==> src/rtl/sbb_pkg.sv <==
// ----------------------------------------------------------------------------
// sbb_pkg
// Shared constants, format codes and helper functions for the signed packed
// BCD to binary converter.
// ----------------------------------------------------------------------------
package sbb_pkg;

  // Widths of the request and result fields
  localparam int unsigned WORD_W = 32;
  localparam int unsigned FMT_W  = 4;
  localparam int unsigned VAL_W  = 32;

  // Four decimal digits fit in 14 bits, eight in 27 bits
  localparam int unsigned QUAD_W = 14;
  localparam int unsigned MAG_W  = 27;

  // Format codes
  localparam logic [FMT_W-1:0] FMT_U16  = 4'd0;  // unsigned, 4 digits
  localparam logic [FMT_W-1:0] FMT_U32  = 4'd1;  // unsigned, 8 digits
  localparam logic [FMT_W-1:0] FMT_SB16 = 4'd2;  // sign bit above 3 digits
  localparam logic [FMT_W-1:0] FMT_SB32 = 4'd3;  // sign bit above 7 digits
  localparam logic [FMT_W-1:0] FMT_TB16 = 4'd4;  // sign in bit 15
  localparam logic [FMT_W-1:0] FMT_TB32 = 4'd5;  // sign in bit 31
  localparam logic [FMT_W-1:0] FMT_FN16 = 4'd6;  // F top nibble means minus
  localparam logic [FMT_W-1:0] FMT_FN32 = 4'd7;
  localparam logic [FMT_W-1:0] FMT_AF16 = 4'd8;  // F minus, A minus with a leading 1
  localparam logic [FMT_W-1:0] FMT_AF32 = 4'd9;

  // Sign nibble codes
  localparam logic [3:0] NIB_A = 4'hA;
  localparam logic [3:0] NIB_F = 4'hF;

  // Error sentinels
  localparam logic [VAL_W-1:0] SENT16 = 32'd32767;
  localparam logic [VAL_W-1:0] SENT32 = 32'd2147483647;

  // Largest magnitude allowed for a positive result
  function automatic logic [MAG_W-1:0] pos_lim(input logic [FMT_W-1:0] fmt);
    logic [MAG_W-1:0] lim;
    case (fmt)
      FMT_U16:  lim = MAG_W'(9999);
      FMT_U32:  lim = MAG_W'(99999999);
      FMT_SB16: lim = MAG_W'(999);
      FMT_SB32: lim = MAG_W'(9999999);
      FMT_TB16: lim = MAG_W'(7999);
      FMT_TB32: lim = MAG_W'(79999999);
      FMT_FN16: lim = MAG_W'(9999);
      FMT_FN32: lim = MAG_W'(99999999);
      FMT_AF16: lim = MAG_W'(9999);
      FMT_AF32: lim = MAG_W'(99999999);
      default:  lim = '0;
    endcase
    return lim;
  endfunction

  // Largest magnitude allowed for a negative result
  function automatic logic [MAG_W-1:0] neg_lim(input logic [FMT_W-1:0] fmt);
    logic [MAG_W-1:0] lim;
    case (fmt)
      FMT_SB16: lim = MAG_W'(999);
      FMT_SB32: lim = MAG_W'(9999999);
      FMT_TB16: lim = MAG_W'(7999);
      FMT_TB32: lim = MAG_W'(79999999);
      FMT_FN16: lim = MAG_W'(999);
      FMT_FN32: lim = MAG_W'(9999999);
      FMT_AF16: lim = MAG_W'(1999);
      FMT_AF32: lim = MAG_W'(19999999);
      default:  lim = '0;
    endcase
    return lim;
  endfunction

  // Flag any nibble above nine
  function automatic logic has_bad_digit(input logic [WORD_W-1:0] w);
    logic bad;
    bad = 1'b0;
    for (int i = 0; i < WORD_W / 4; i++) begin
      if (w[4*i +: 4] > 4'd9) begin
        bad = 1'b1;
      end
    end
    return bad;
  endfunction

  // Binary value of four packed BCD digits, constant weights only
  function automatic logic [QUAD_W-1:0] quad_val(input logic [15:0] q);
    logic [QUAD_W-1:0] acc;
    acc = QUAD_W'(q[3:0])
        + QUAD_W'(q[7:4])   * QUAD_W'(10)
        + QUAD_W'(q[11:8])  * QUAD_W'(100)
        + QUAD_W'(q[15:12]) * QUAD_W'(1000);
    return acc;
  endfunction

endpackage

==> src/rtl/sbb_if.sv <==
// ----------------------------------------------------------------------------
// sbb request and result channels
// Valid/ready channels carrying a BCD request and a converted result.
// ----------------------------------------------------------------------------
interface sbb_req_if import sbb_pkg::*; ();
  logic              valid;
  logic              ready;
  logic [WORD_W-1:0] bcd_word;
  logic [FMT_W-1:0]  format;

  modport source (output valid, output bcd_word, output format, input ready);
  modport sink   (input valid, input bcd_word, input format, output ready);
endinterface

interface sbb_res_if import sbb_pkg::*; ();
  logic                    valid;
  logic                    ready;
  logic signed [VAL_W-1:0] value;
  logic                    bad;

  modport source (output valid, output value, output bad, input ready);
  modport sink   (input valid, input value, input bad, output ready);
endinterface

==> src/rtl/signed_bcd_to_binary.sv <==
// ----------------------------------------------------------------------------
// signed_bcd_to_binary
// Four-stage pipelined converter from a 32-bit packed BCD word to a signed
// binary value under one of ten sign/width formats.
// ----------------------------------------------------------------------------
// Usage:
//   in_req  : request channel, bcd_word plus a 4-bit format code. A request
//             is taken at a clock edge where valid and ready are both high.
//   out_res : result channel, signed value plus a bad flag. Every request
//             gives exactly one result, in order.
//   A result turns valid once its request has passed through all stages
//   and leaves at an edge where out_res.ready is high; one request
//   enters per cycle while in_req.ready is high. The stages are: format
//   decode and sign strip, digit check and two four-digit partial sums,
//   merge of the halves with a constant multiply by 10000, and range
//   check with negation into the output register.
//   Reset (rst_n low, synchronous) empties all stages; no result is pending
//   afterwards. When the receiver holds out_res.ready low the stages fill
//   up and in_req.ready drops once all four are occupied; each stage only
//   advances when the one after it is free or moving, so nothing is dropped
//   or sent twice.
//   On an error the value carries 32767 or 2147483647 and bad is set.
// ----------------------------------------------------------------------------
module signed_bcd_to_binary import sbb_pkg::*; (
  input  logic     clk,
  input  logic     rst_n,
  sbb_req_if.sink   in_req,
  sbb_res_if.source out_res
);

  // Stage enables: a stage loads when it is empty or its content moves on
  logic en1, en2, en3, en4;

  // Stage 1: decoded format
  logic              v1_r;
  logic [WORD_W-1:0] s1_word_r, s1_word_nxt;
  logic              s1_neg_r, s1_neg_nxt;
  logic              s1_fail_r, s1_fail_nxt;
  logic              s1_err32_r, s1_err32_nxt;
  logic [FMT_W-1:0]  s1_fmt_r;

  // Stage 2: partial sums
  logic              v2_r;
  logic [QUAD_W-1:0] s2_lo_r, s2_hi_r;
  logic              s2_neg_r;
  logic              s2_fail_r, s2_fail_nxt;
  logic              s2_err32_r, s2_err32_nxt;
  logic [FMT_W-1:0]  s2_fmt_r;

  // Stage 3: magnitude and limit
  logic              v3_r;
  logic [MAG_W-1:0]  s3_mag_r, s3_mag_nxt;
  logic [MAG_W-1:0]  s3_lim_r, s3_lim_nxt;
  logic              s3_neg_r;
  logic              s3_fail_r;
  logic              s3_err32_r;

  // Stage 4: output register
  logic              v4_r;
  logic [VAL_W-1:0]  s4_val_r, s4_val_nxt;
  logic              s4_bad_r, s4_bad_nxt;

  assign en4 = !v4_r || out_res.ready;
  assign en3 = !v3_r || en4;
  assign en2 = !v2_r || en3;
  assign en1 = !v1_r || en2;

  assign in_req.ready  = en1;
  assign out_res.valid = v4_r;
  assign out_res.value = $signed(s4_val_r);
  assign out_res.bad   = s4_bad_r;

  // Valid bits travel with the data
  always_ff @(posedge clk) begin
    if (!rst_n) begin
      v1_r <= 1'b0;
      v2_r <= 1'b0;
      v3_r <= 1'b0;
      v4_r <= 1'b0;
    end else begin
      if (en1) v1_r <= in_req.valid;
      if (en2) v2_r <= v1_r;
      if (en3) v3_r <= v2_r;
      if (en4) v4_r <= v3_r;
    end
  end

  // ---- Stage 1: check upper bits, strip the sign, flag unknown codes ----
  always_comb begin
    logic [WORD_W-1:0] w;
    w            = in_req.bcd_word;
    s1_word_nxt  = w;
    s1_neg_nxt   = 1'b0;
    s1_fail_nxt  = 1'b0;
    s1_err32_nxt = 1'b0;
    case (in_req.format)
      FMT_U16: begin
        if (|w[31:16]) s1_fail_nxt = 1'b1;
      end
      FMT_U32: begin
      end
      FMT_SB16: begin
        if (|w[31:13]) s1_fail_nxt = 1'b1;
        s1_neg_nxt  = w[12];
        s1_word_nxt = {20'd0, w[11:0]};
      end
      FMT_SB32: begin
        if (|w[31:29]) begin
          s1_fail_nxt  = 1'b1;
          s1_err32_nxt = 1'b1;
        end
        s1_neg_nxt  = w[28];
        s1_word_nxt = {4'd0, w[27:0]};
      end
      FMT_TB16: begin
        if (|w[31:16]) s1_fail_nxt = 1'b1;
        s1_neg_nxt  = w[15];
        s1_word_nxt = {17'd0, w[14:0]};
      end
      FMT_TB32: begin
        s1_neg_nxt  = w[31];
        s1_word_nxt = {1'b0, w[30:0]};
      end
      FMT_FN16: begin
        if (|w[31:16]) begin
          s1_fail_nxt = 1'b1;
        end else if (w[15:12] == NIB_F) begin
          s1_neg_nxt  = 1'b1;
          s1_word_nxt = {20'd0, w[11:0]};
        end else if (w[15:12] > 4'd9) begin
          s1_fail_nxt  = 1'b1;
          s1_err32_nxt = 1'b1;
        end
      end
      FMT_FN32: begin
        if (w[31:28] == NIB_F) begin
          s1_neg_nxt  = 1'b1;
          s1_word_nxt = {4'd0, w[27:0]};
        end else if (w[31:28] > 4'd9) begin
          s1_fail_nxt  = 1'b1;
          s1_err32_nxt = 1'b1;
        end
      end
      FMT_AF16: begin
        if (|w[31:16]) begin
          s1_fail_nxt = 1'b1;
        end else if (w[15:12] == NIB_A) begin
          s1_neg_nxt  = 1'b1;
          s1_word_nxt = {19'd0, 1'b1, w[11:0]};
        end else if (w[15:12] == NIB_F) begin
          s1_neg_nxt  = 1'b1;
          s1_word_nxt = {20'd0, w[11:0]};
        end else if (w[15:12] > 4'd9) begin
          s1_fail_nxt = 1'b1;
        end
      end
      FMT_AF32: begin
        if (w[31:28] == NIB_A) begin
          s1_neg_nxt  = 1'b1;
          s1_word_nxt = {3'd0, 1'b1, w[27:0]};
        end else if (w[31:28] == NIB_F) begin
          s1_neg_nxt  = 1'b1;
          s1_word_nxt = {4'd0, w[27:0]};
        end else if (w[31:28] > 4'd9) begin
          s1_fail_nxt  = 1'b1;
          s1_err32_nxt = 1'b1;
        end
      end
      default: begin
        s1_fail_nxt  = 1'b1;
        s1_err32_nxt = 1'b1;
      end
    endcase
  end

  always_ff @(posedge clk) begin
    if (en1) begin
      s1_word_r  <= s1_word_nxt;
      s1_neg_r   <= s1_neg_nxt;
      s1_fail_r  <= s1_fail_nxt;
      s1_err32_r <= s1_err32_nxt;
      s1_fmt_r   <= in_req.format;
    end
  end

  // ---- Stage 2: reject non-decimal digits, sum each half ----
  always_comb begin
    s2_fail_nxt  = s1_fail_r;
    s2_err32_nxt = s1_err32_r;
    if (!s1_fail_r && has_bad_digit(s1_word_r)) begin
      s2_fail_nxt  = 1'b1;
      s2_err32_nxt = 1'b1;
    end
  end

  always_ff @(posedge clk) begin
    if (en2) begin
      s2_lo_r    <= quad_val(s1_word_r[15:0]);
      s2_hi_r    <= quad_val(s1_word_r[31:16]);
      s2_neg_r   <= s1_neg_r;
      s2_fail_r  <= s2_fail_nxt;
      s2_err32_r <= s2_err32_nxt;
      s2_fmt_r   <= s1_fmt_r;
    end
  end

  // ---- Stage 3: merge halves, pick the limit for the sign ----
  assign s3_mag_nxt = MAG_W'(s2_hi_r) * MAG_W'(10000) + MAG_W'(s2_lo_r);
  assign s3_lim_nxt = s2_neg_r ? neg_lim(s2_fmt_r) : pos_lim(s2_fmt_r);

  always_ff @(posedge clk) begin
    if (en3) begin
      s3_mag_r   <= s3_mag_nxt;
      s3_lim_r   <= s3_lim_nxt;
      s3_neg_r   <= s2_neg_r;
      s3_fail_r  <= s2_fail_r;
      s3_err32_r <= s2_err32_r;
    end
  end

  // ---- Stage 4: range check, apply sign, choose sentinel ----
  always_comb begin
    logic [VAL_W-1:0] mag_ext;
    mag_ext    = VAL_W'(s3_mag_r);
    s4_bad_nxt = 1'b0;
    s4_val_nxt = s3_neg_r ? (~mag_ext + VAL_W'(1)) : mag_ext;
    if (s3_fail_r) begin
      s4_bad_nxt = 1'b1;
      s4_val_nxt = s3_err32_r ? SENT32 : SENT16;
    end else if (s3_mag_r > s3_lim_r) begin
      s4_bad_nxt = 1'b1;
      s4_val_nxt = SENT32;
    end
  end

  always_ff @(posedge clk) begin
    if (en4) begin
      s4_val_r <= s4_val_nxt;
      s4_bad_r <= s4_bad_nxt;
    end
  end

  // ---- Checks ----
  // Errors always carry one of the two sentinels
  a_bad_sentinel: assert property (@(posedge clk) disable iff (!rst_n)
    (out_res.valid && out_res.bad) |-> (s4_val_r == SENT16 || s4_val_r == SENT32))
    else $error("error result without sentinel");

  // Good results stay inside the widest format range
  a_good_range: assert property (@(posedge clk) disable iff (!rst_n)
    (out_res.valid && !out_res.bad) |->
      ($signed(s4_val_r) >= -32'sd79999999 && $signed(s4_val_r) <= 32'sd99999999))
    else $error("good result outside range");

  // Unknown format codes are caught in the first stage
  a_fmt_fail: assert property (@(posedge clk) disable iff (!rst_n)
    (v1_r && s1_fmt_r > FMT_AF32) |-> (s1_fail_r && s1_err32_r))
    else $error("unknown format not flagged");

  // Backpressure reaches the input only with every stage occupied
  a_full_stall: assert property (@(posedge clk) disable iff (!rst_n)
    !in_req.ready |-> (v1_r && v2_r && v3_r && v4_r && !out_res.ready))
    else $error("request stalled with a free stage");

  // A held result keeps its value
  a_hold: assert property (@(posedge clk) disable iff (!rst_n)
    (out_res.valid && !out_res.ready) |=> (out_res.valid && $stable(s4_val_r)
      && $stable(s4_bad_r)))
    else $error("stalled result changed");

endmodule
==> src/flat_wrapper.sv <==
// flat-port wrapper written by rule: the top's interface ports become plain ports
module signed_bcd_to_binary_flat import sbb_pkg::*;
  (clk, rst_n, in_req_valid, in_req_bcd_word, in_req_format, in_req_ready, out_res_valid, out_res_value, out_res_bad, out_res_ready);
  sbb_req_if in_req_i ();
  sbb_res_if out_res_i ();
  input  logic clk;
  input  logic rst_n;
  input wire logic [$bits(in_req_i.valid)-1:0] in_req_valid;
  input wire logic [$bits(in_req_i.bcd_word)-1:0] in_req_bcd_word;
  input wire logic [$bits(in_req_i.format)-1:0] in_req_format;
  output wire logic [$bits(in_req_i.ready)-1:0] in_req_ready;
  output wire logic [$bits(out_res_i.valid)-1:0] out_res_valid;
  output wire logic [$bits(out_res_i.value)-1:0] out_res_value;
  output wire logic [$bits(out_res_i.bad)-1:0] out_res_bad;
  input wire logic [$bits(out_res_i.ready)-1:0] out_res_ready;
  assign in_req_i.valid = in_req_valid;
  assign in_req_i.bcd_word = in_req_bcd_word;
  assign in_req_i.format = in_req_format;
  assign in_req_ready = in_req_i.ready;
  assign out_res_valid = out_res_i.valid;
  assign out_res_value = out_res_i.value;
  assign out_res_bad = out_res_i.bad;
  assign out_res_i.ready = out_res_ready;
  signed_bcd_to_binary u_core (.clk(clk), .rst_n(rst_n), .in_req(in_req_i), .out_res(out_res_i));
endmodule
==> config.mk <==
export PLATFORM = sky130hd
export DESIGN_NAME = signed_bcd_to_binary_flat
export DESIGN_NICKNAME = d
export VERILOG_FILES = /design/src/rtl/sbb_pkg.sv /design/src/rtl/sbb_if.sv /design/src/rtl/signed_bcd_to_binary.sv /design/src/flat_wrapper.sv
export SDC_FILE = /design/constraint.sdc
export NUM_CORES = 1
export LEC_CHECK = 0
export BUFFER_PORTS_ARGS = -buffer_cell sky130_fd_sc_hd__buf_2
export CAP_MARGIN = 20
export CORE_MARGIN = 5
export CORE_UTILIZATION = 35
export DETAILED_ROUTE_END_ITERATION = 6
export GPL_ROUTABILITY_DRIVEN = 0
export SYNTH_ARGS = -nofsm -noshare
export SYNTH_HDL_FRONTEND = slang
export SYNTH_SLANG_ARGS = --single-unit
==> constraint.sdc <==
create_clock -name clk -period 7.11 [get_ports clk]
set_clock_uncertainty 0.2 [all_clocks]
set_input_delay 0.3555 -clock clk [delete_from_list [all_inputs] [get_ports clk]]
set_output_delay 0.3555 -clock clk [all_outputs]
set_load 0.01 [all_outputs]
# Yosys cells after proc, flatten, opt, wreduce, memory -nomap -nowiden
# Memories as Yosys holds them, arrays and structs flattened. A register that Yosys moved wholly into a read port is not among the register bits.
# Index checks and enable logic that the tools add are counted.
dict set report classes {
  n_addsub 8
  mul 7
  n_lt_le_gt_ge 11
  eq_ne 13
  n_mux 44
  bitwise_logic 1
  n_reduce_logical 17
}
# operator n
set op_table {}
lappend op_table {{two-way mux 32 bit} 9}
lappend op_table {{case mux 32 bit (8 select lines)} 1}
lappend op_table {{greater-than comparator 4 bit, second input constant} 10}
lappend op_table {{adder 32 x 1 -> 32 bit, second input constant} 1}
lappend op_table {{NOT 27 -> 32 bit} 1}
lappend op_table {{two-way mux 31 bit} 1}
lappend op_table {{adder 14 x 11 -> 14 bit} 2}
lappend op_table {{adder 14 bit} 2}
lappend op_table {{adder 27 x 14 -> 27 bit} 1}
lappend op_table {{greater-than comparator 27 bit} 1}
lappend op_table {{two-way mux 1 bit} 27}
lappend op_table {{two-way mux 27 bit} 1}
lappend op_table {{== test 4 bit, second input constant} 6}
lappend op_table {{multiplier 14 x 10 -> 23 bit, second input constant} 1}
lappend op_table {{multiplier 4 x 7 -> 11 bit, second input constant} 2}
lappend op_table {{OR reduction 19 bit} 1}
lappend op_table {{adder 4 x 8 -> 9 bit} 2}
lappend op_table {{multiplier 4 x 5 -> 9 bit, second input constant} 2}
lappend op_table {{== test 4 x 3 -> 1 bit, second input constant} 4}
lappend op_table {{case mux 1 bit (8 select lines)} 2}
lappend op_table {{OR reduction 16 bit} 1}
lappend op_table {{multiplier 4 x 3 -> 7 bit, second input constant} 2}
lappend op_table {{== test 4 x 2 -> 1 bit, second input constant} 2}
lappend op_table {{two-way mux 4 bit} 2}
lappend op_table {{9 further kinds} 17}
dict set report word_totals {
  register_bits 168
  rom_bits 784
  output_inout_bits 35
  elab_cells 125
  n_memories 2
}
# name words word_bits rd rd_ports_with_merged_regs wr line_no
set memory_table {}
lappend memory_table {{(name not given)} 16 25 1 1 0 sbb_pkg.sv:40} ;# case (fmt)
lappend memory_table {{(name not given)} 16 24 1 1 0 sbb_pkg.sv:59} ;# case (fmt)

# Logic depth before layout (Yosys ltp)
# Gate-level depths: netlist of the first run.
dict set report depth {
  depth_word 10
  mapped_depth 20
  mapped_depth_nobuf 20
}

# Worst setup path before layout of the first run
# OpenSTA, ideal clock, no wires.
dict set report synth_timing {
  path_type {reg-to-reg}
  from {register u_core.s2_hi_r[5]}
  to {register u_core.s3_mag_r[26], data pin}
  setup_time_ns 0.260
  t_arrival_ns 4.647
  slack_ns 2.003
  stages_incl_launch_ff 21
  cell_sequence {edfxtp_1 > inv_1 > fa_1 > inv_1 > ha_1 > inv_1 > fa_1 > inv_1 > ha_1 > inv_1 > fa_1 > inv_1 > ha_1 > nor3_1 > and4b_1 > o211a_1 > nor3_4 > nand4_2 > or3_1 > nor3_2 > xnor2_1}
}
dict set report synth_between {
  elab_chain_cells 2
}
# item line_no
set synth_rtl {}
lappend synth_rtl {{start: declaration} signed_bcd_to_binary.sv:44} ;# logic [QUAD_W-1:0] s2_lo_r, s2_hi_r;
lappend synth_rtl {{start signal: assignment} signed_bcd_to_binary.sv:199} ;# s2_hi_r <= quad_val(s1_word_r[31:16]);
lappend synth_rtl {{multiplier 14 x 10 -> 23 bit} signed_bcd_to_binary.sv:208} ;# assign s3_mag_nxt = MAG_W'(s2_hi_r) * MAG_W'(10000) + MAG_W'(s2_lo_r);
lappend synth_rtl {{adder 27 x 14 -> 27 bit} signed_bcd_to_binary.sv:208}
lappend synth_rtl {{via u_core.s3_mag_nxt[26]} signed_bcd_to_binary.sv:52} ;# logic [MAG_W-1:0] s3_mag_r, s3_mag_nxt;
lappend synth_rtl {{end signal: assignment} signed_bcd_to_binary.sv:213} ;# s3_mag_r <= s3_mag_nxt;
lappend synth_rtl {{end: declaration} signed_bcd_to_binary.sv:52}
# The timed path passes the listed nets, and every way through them passes these cells.
# A chain may end at the register's enable or synchronous reset.

# Worst setup path in the final report of the first run
# Same ends and word-level chain as after synthesis.

==> results of run 1 <==
metrics by stage:
stage,setup WS [ps],cell area [um2],hold WS (ps)
after global placement,1770,15300,205
after CTS,1710,16000,5.35
final,1780,16000,19.3
after detailed placement,1740,15300,208
after floorplan,2000,14200,200
after global routing,1360,16000,10.7
layer usage:
metal / share of wire, % / vias to the layer above / track usage, %
met5: 0 / - / 0
met4: 1.3 / 0 / 2.95
met2: 47 / 167 / 21.5
met3: 3.7 / 28 / 2.02
li1: - / 4818 / -
met1: 48 / 4419 / 17.6
cells in the mapped netlist (12+ instances only):
master	instances	area, um2
o21ai_0	57	285
nor2b_1	31	194
nor3_1	18	90.1
nand3_1	12	60.1
ha_1	198	2480
a21o_1	32	240
clkbuf_1	19	71.3
nand2_1	100	375
mux2_2	16	180
nor2_1	43	161
a21oi_1	74	370
xnor2_1	64	561
dfxtp_1	38	761
fa_1	64	1280
xor2_1	41	359
inv_1	186	698
o211ai_1	19	143
edfxtp_1	155	4650
final cells by class:
class / count / area share, %
clock buffers: 20 / 2.85
clock inverters: 12 / 0.634
inverters: 186 / 4.36
multi-input cells: 927 / 50.4
flip-flops and latches: 193 / 33.8
well taps: 532 / 4.16
repair buffers: 95 / 3.72
cell families (layout without fill, tap and decap cells):
| logic type | Yosys count | count (layout) | synth area share (%) |
|---|---|---|---|
| AOI/OAI and AO/OA | 258 | 258 | 11.6 |
| xor gates and xnor gates | 107 | 107 | 6.68 |
| adders and majority gates | 262 | 262 | 26.4 |
| buffers and inverters | 207 | 313 | 5.47 |
| DFF | 193 | 193 | 38.0 |
| muxes | 26 | 26 | 1.97 |
| and+or+nand+nor | 274 | 274 | 9.88 |
worst max-delay path by stage:
| stage | cells past startpoint | start | endpoint |
|---|---|---|---|
| global route | 20 | u_core.s2_hi_r[5] | u_core.s3_mag_r[26] |
| floorplan | 20 | u_core.s2_hi_r[5] | u_core.s3_mag_r[26] |
| detailed placement | 20 | u_core.s2_hi_r[4] | u_core.s3_mag_r[26] |
| global placement | 20 | u_core.s2_hi_r[5] | u_core.s3_mag_r[26] |
| CTS | 20 | u_core.s2_hi_r[4] | u_core.s3_mag_r[26] |
| finish | 20 | u_core.s2_hi_r[5] | u_core.s3_mag_r[26] |
timing repair:
item,4_1_cts,5_1_grt
endpoints found under the hold margin,16,0
hold buffers,14,0
setup endpoints to repair,0,0
==> impl_metrics.env, run 1 <==
export IMPL_layout_area_seq_mm2=0.00542
export IMPL_multi_input_area_mm2=0.00807
export IMPL_antenna_left=0
export IMPL_synthArstFlopShare_pct=0
export IMPL_endpoint_kind="flip-flop"
export IMPL_drt_total_wl_um=27600
export IMPL_syn_nets=1629
export IMPL_clk_latency_ps=440
export IMPL_first_global_vias=9713
export IMPL_layout_cells_non_filler=1965
export IMPL_ys_seq_area_share_pct=38.0
export IMPL_hold_violations=0
export IMPL_fin_crit_sh_pct=75.0
export IMPL_grt_max_degree=49
export IMPL_status="completed"
export IMPL_drive_above_1_share_pct=10.6
export IMPL_worstSetupPathType="flip-flop to flip-flop"
export IMPL_netlist_area_mm2=0.0142
export IMPL_crit_path_start_kind="flip-flop"
export IMPL_crit_path_top_delay_cell="fa_1"
export IMPL_holdPathEnd="u_core.s1_word_r[19]"
export IMPL_placedCellCount=1918
export IMPL_routedWlPerCell_um=14.0
export IMPL_critical_path_buf_inv_count=6
export IMPL_post_cts_buffers=0
export IMPL_max_cap_violations=0
export IMPL_remaining_drc_errors=0
export IMPL_viasPerCell=4.80
export IMPL_cts_resized_gates=0
export IMPL_slowest_delay_ps=520
export IMPL_floorplan_core_area_mm2=0.0406
export IMPL_synth_edff_count=155
export IMPL_antenna_found_initial=0
export IMPL_grt_use_total_pct=12.8
export IMPL_fmax_mhz=187
export IMPL_mostFrequentLayoutCell="ha_1"
export IMPL_arrival_ps=5320
export IMPL_critPathMaxFanout=5
export IMPL_cts_root_buf="clkbuf_16"
export IMPL_die_w_um=212
export IMPL_r2r_end="u_core.s3_mag_r[26]"
export IMPL_r2r_slack_ps=1780
export IMPL_max_slew_margin_rel_pct=40.1
export IMPL_clk_path_buf_depth=2
export IMPL_critical_path_required_ps=7100
export IMPL_htree_levels=4
export IMPL_syn2layout_area_growth_pct=12.3
export IMPL_maxSlewViolCount=0
export IMPL_num_rows=74
export IMPL_fin_crit_ps=5330
export IMPL_start_util_pct=35.1
export IMPL_io_buffers=74
export IMPL_grt_pass1_wl_um=47300
export IMPL_utilization_pct=39.4
export IMPL_worst_pin_slew_ps=873
export IMPL_clkSinkCount=193
export IMPL_r2r_start="u_core.s2_hi_r[5]"
export IMPL_nFillCells=3889
export IMPL_yosysWarnings=0
export IMPL_die_area_mm2=0.0448
export IMPL_ys_types=67
export IMPL_initialDrtViolationCount=407
export IMPL_setup_tns_ps=0
export IMPL_nets=1722
export IMPL_n_antenna_cell=0
export IMPL_hp_start="in_req_bcd_word[19]"
export IMPL_rsz0062_at_grt="false"
export IMPL_mostFrequentLayoutCells="ha_1, inv_1, edfxtp_1"
export IMPL_synth_seq_cells=193
export IMPL_ys_flop_type="edfxtp_1"
export IMPL_dieHeight_um=212
export IMPL_clk_pin_slew_ps=70
export IMPL_path_cells="inv_1 -> fa_1 -> inv_1 -> ha_1 -> inv_1 -> fa_1 -> inv_1 -> ha_1 -> inv_1 -> fa_1 -> inv_1 -> ha_1 -> a21o_1 -> a211oi_2 -> a211oi_2 -> o21ai_0 -> nand4_2 -> or3_1 -> nor3_2 -> xnor2_1"
export IMPL_min_path_type="primary input to flip-flop"
export IMPL_syn_area_per_cell_um2=10.7
export IMPL_critPathTopFamily="adder cells"
export IMPL_final_setup_viol_count=0
export IMPL_io_pins=75
export IMPL_syn_inst=1327
export IMPL_hold_depth=2
export IMPL_numCtsBuffers=17
export IMPL_drt_pass1_iter_count=5
export IMPL_dp_hpwl_um=22400
export IMPL_cts_tree="yes"
export IMPL_grt_overflow_total=0
export IMPL_timing_critical_path_mode_cell="inv_1"
export IMPL_rr_worst_depth=20
export IMPL_vias=9432
Power of run 1 is left out: the tool's default activity adds up to more than one toggle a clock period on the data nets, which glitch-free logic cannot reach.
==> inputs of run 2 (changes only) <==
clock period = 5.23 ns   (was 7.11 ns; I/O delays follow)
==> run 2 against run 1 <==
Cell count is 1.9% higher. Worst setup slack worse by 1700 ps. Critical path depth is 3 lower. Highest routed layer unchanged.
==> impl_metrics.env, run 2 (synthesized netlist as in run 1, its figures left out) <==
export IMPL_status="completed"
export IMPL_clkSinkCount=193
export IMPL_initialDrtViolationCount=469
export IMPL_met1_length_um=13300
export IMPL_die_w_um=212
export IMPL_io_buffers=74
export IMPL_multi_input_area_mm2=0.00823
export IMPL_clk_latency_ps=440
export IMPL_mostFrequentLayoutCell="ha_1"
export IMPL_arrival_ps=5120
export IMPL_drive_above_1_share_pct=13.7
export IMPL_critical_path_required_ps=5210
export IMPL_htree_levels=4
export IMPL_crit_path_start_kind="flip-flop"
export IMPL_viasPerCell=4.79
export IMPL_fin_crit_sh_pct=98.2
export IMPL_dieHeight_um=212
export IMPL_grt_pass1_wl_um=47100
export IMPL_routedWlPerCell_um=14.0
export IMPL_path_cells="buf_4 -> fa_1 -> ha_4 -> fa_1 -> ha_1 -> inv_1 -> fa_1 -> inv_1 -> ha_4 -> or2_1 -> and4b_2 -> o211a_1 -> nor3_4 -> nand4_4 -> or3_4 -> nor3b_4 -> xor2_1"
export IMPL_endpoint_kind="flip-flop"
export IMPL_num_rows=74
export IMPL_worstSetupPathType="flip-flop to flip-flop"
export IMPL_nFillCells=3883
export IMPL_antenna_left=0
export IMPL_max_cap_violations=0
export IMPL_dr_wl_met2_um=13300
export IMPL_hold_slack_ps=13.7
export IMPL_hold_violations=0
export IMPL_min_path_type="primary input to flip-flop"
export IMPL_antenna_found_initial=0
export IMPL_critPathTopFamily="adder cells"
export IMPL_maxSlewViolCount=0
export IMPL_crit_path_top_delay_cell="fa_1"
export IMPL_cts_tree="yes"
export IMPL_dp_hpwl_um=22400
export IMPL_design_area_mm2=0.0165
export IMPL_post_place_ws_ps=-14.6
export IMPL_floorplan_core_area_mm2=0.0406
export IMPL_cp_startpoint="u_core.s2_hi_r[7]"
export IMPL_max_slew_margin_rel_pct=34.5
export IMPL_syn2layout_area_growth_pct=16.1
export IMPL_drt_total_wl_um=28000
export IMPL_mostFrequentLayoutCells="ha_1, inv_1, edfxtp_1"
export IMPL_worst_pin_slew_ps=979
export IMPL_fmax_mhz=195
export IMPL_rsz0062_at_grt="true"
export IMPL_top_layer="met4"
export IMPL_n_antenna_cell=0
export IMPL_die_area_mm2=0.0448
export IMPL_critPathMaxFanout=5
export IMPL_start_util_pct=35.1
export IMPL_remaining_drc_errors=0
export IMPL_placed_area_mm2=0.0154
export IMPL_vias=9594
export IMPL_fin_crit_ps=5140
export IMPL_first_global_vias=9795
export IMPL_timing_critical_path_mode_cell="fa_1"
export IMPL_r2r_start="u_core.s2_hi_r[7]"
export IMPL_nets=1760
export IMPL_wl_met3_um=1020
export IMPL_cts_root_buf="clkbuf_16"
export IMPL_hp_start="out_res_ready"
export IMPL_io_pins=75
export IMPL_clk_pin_slew_ps=70
export IMPL_clk_path_buf_depth=2
export IMPL_drt_pass1_iter_count=5
export IMPL_layout_area_seq_mm2=0.00542
export IMPL_fin_ws_ps=93.3
export IMPL_grt_use_total_pct=12.7
export IMPL_numCtsBuffers=17
export IMPL_grt_max_degree=49
export IMPL_grt_overflow_total=0
export IMPL_critical_path_buf_inv_count=3
export IMPL_final_setup_viol_count=0
export IMPL_slowest_delay_ps=540
run 2: cell types whose count changed in the layout (fill, tap and decap cells not counted), sizes merged:
cell         previous run  this run
buf                    81       101
dlygate4sd3            14        32
bufinv                  0         1
clkbuf                 20        19
clkinv                  6         5
inv                   192       193
run 2: final timing paths:
check        slack, ps  depth (start not counted)                   end
max                 90                         17   u_core.s3_mag_r[23]
min                 10                          3  u_core.out_res.valid
max reg2reg         90                         17   u_core.s3_mag_r[23]
min reg2reg        230                          0       u_core.s2_neg_r
run 2: cell type report:
cell class                      instances  share of cell area (%)
Clock buffer                           19                    2.87
Clock inverter                         13                   0.772
Inverter                              186                    4.22
Multi-Input combinational cell        927                    49.8
Sequential cell                       193                    32.7
Tap cell                              532                    4.02
Timing Repair Buffer                  133                    5.60
run 2: per-stage QoR:
step                      TNS (ps)  util [%]  cells
after floorplan                  0         -   1327
after global placement           0      37.9   1931
after detailed placement     -14.6      37.9   1932
after CTS                        0      40.2   1996
after global routing         -81.3      40.8   2003
final                            0      40.8   2003
run 2: timing repair:
item,4_1_cts,5_1_grt
hold buffers,32,0
setup buffers,0,6
setup endpoints to repair,2,6
endpoints found under the hold margin,33,0
pin swaps,0,18
gates resized for setup,2,33
run 2: tightest hold or removal path: cells and delay by family:
| family | cells | cell delay, ps |
|---|---|---|
| AO/OA/AOI/OAI | 1 | 180 |
| AND/OR/NAND/NOR | 1 | 90 |
| buffers and inverters | 1 | 80 |
run 2: metal layers:
| metal | GRT usage [%] | vias to the layer above |
|---|---|---|
| li1 | - | 4888 |
| met1 | 17.1 | 4504 |
| met2 | 21.6 | 172 |
| met3 | 2.25 | 30 |
| met4 | 2.91 | 0 |
| met5 | 0 | - |
Power of run 2 is left out for the same reason.
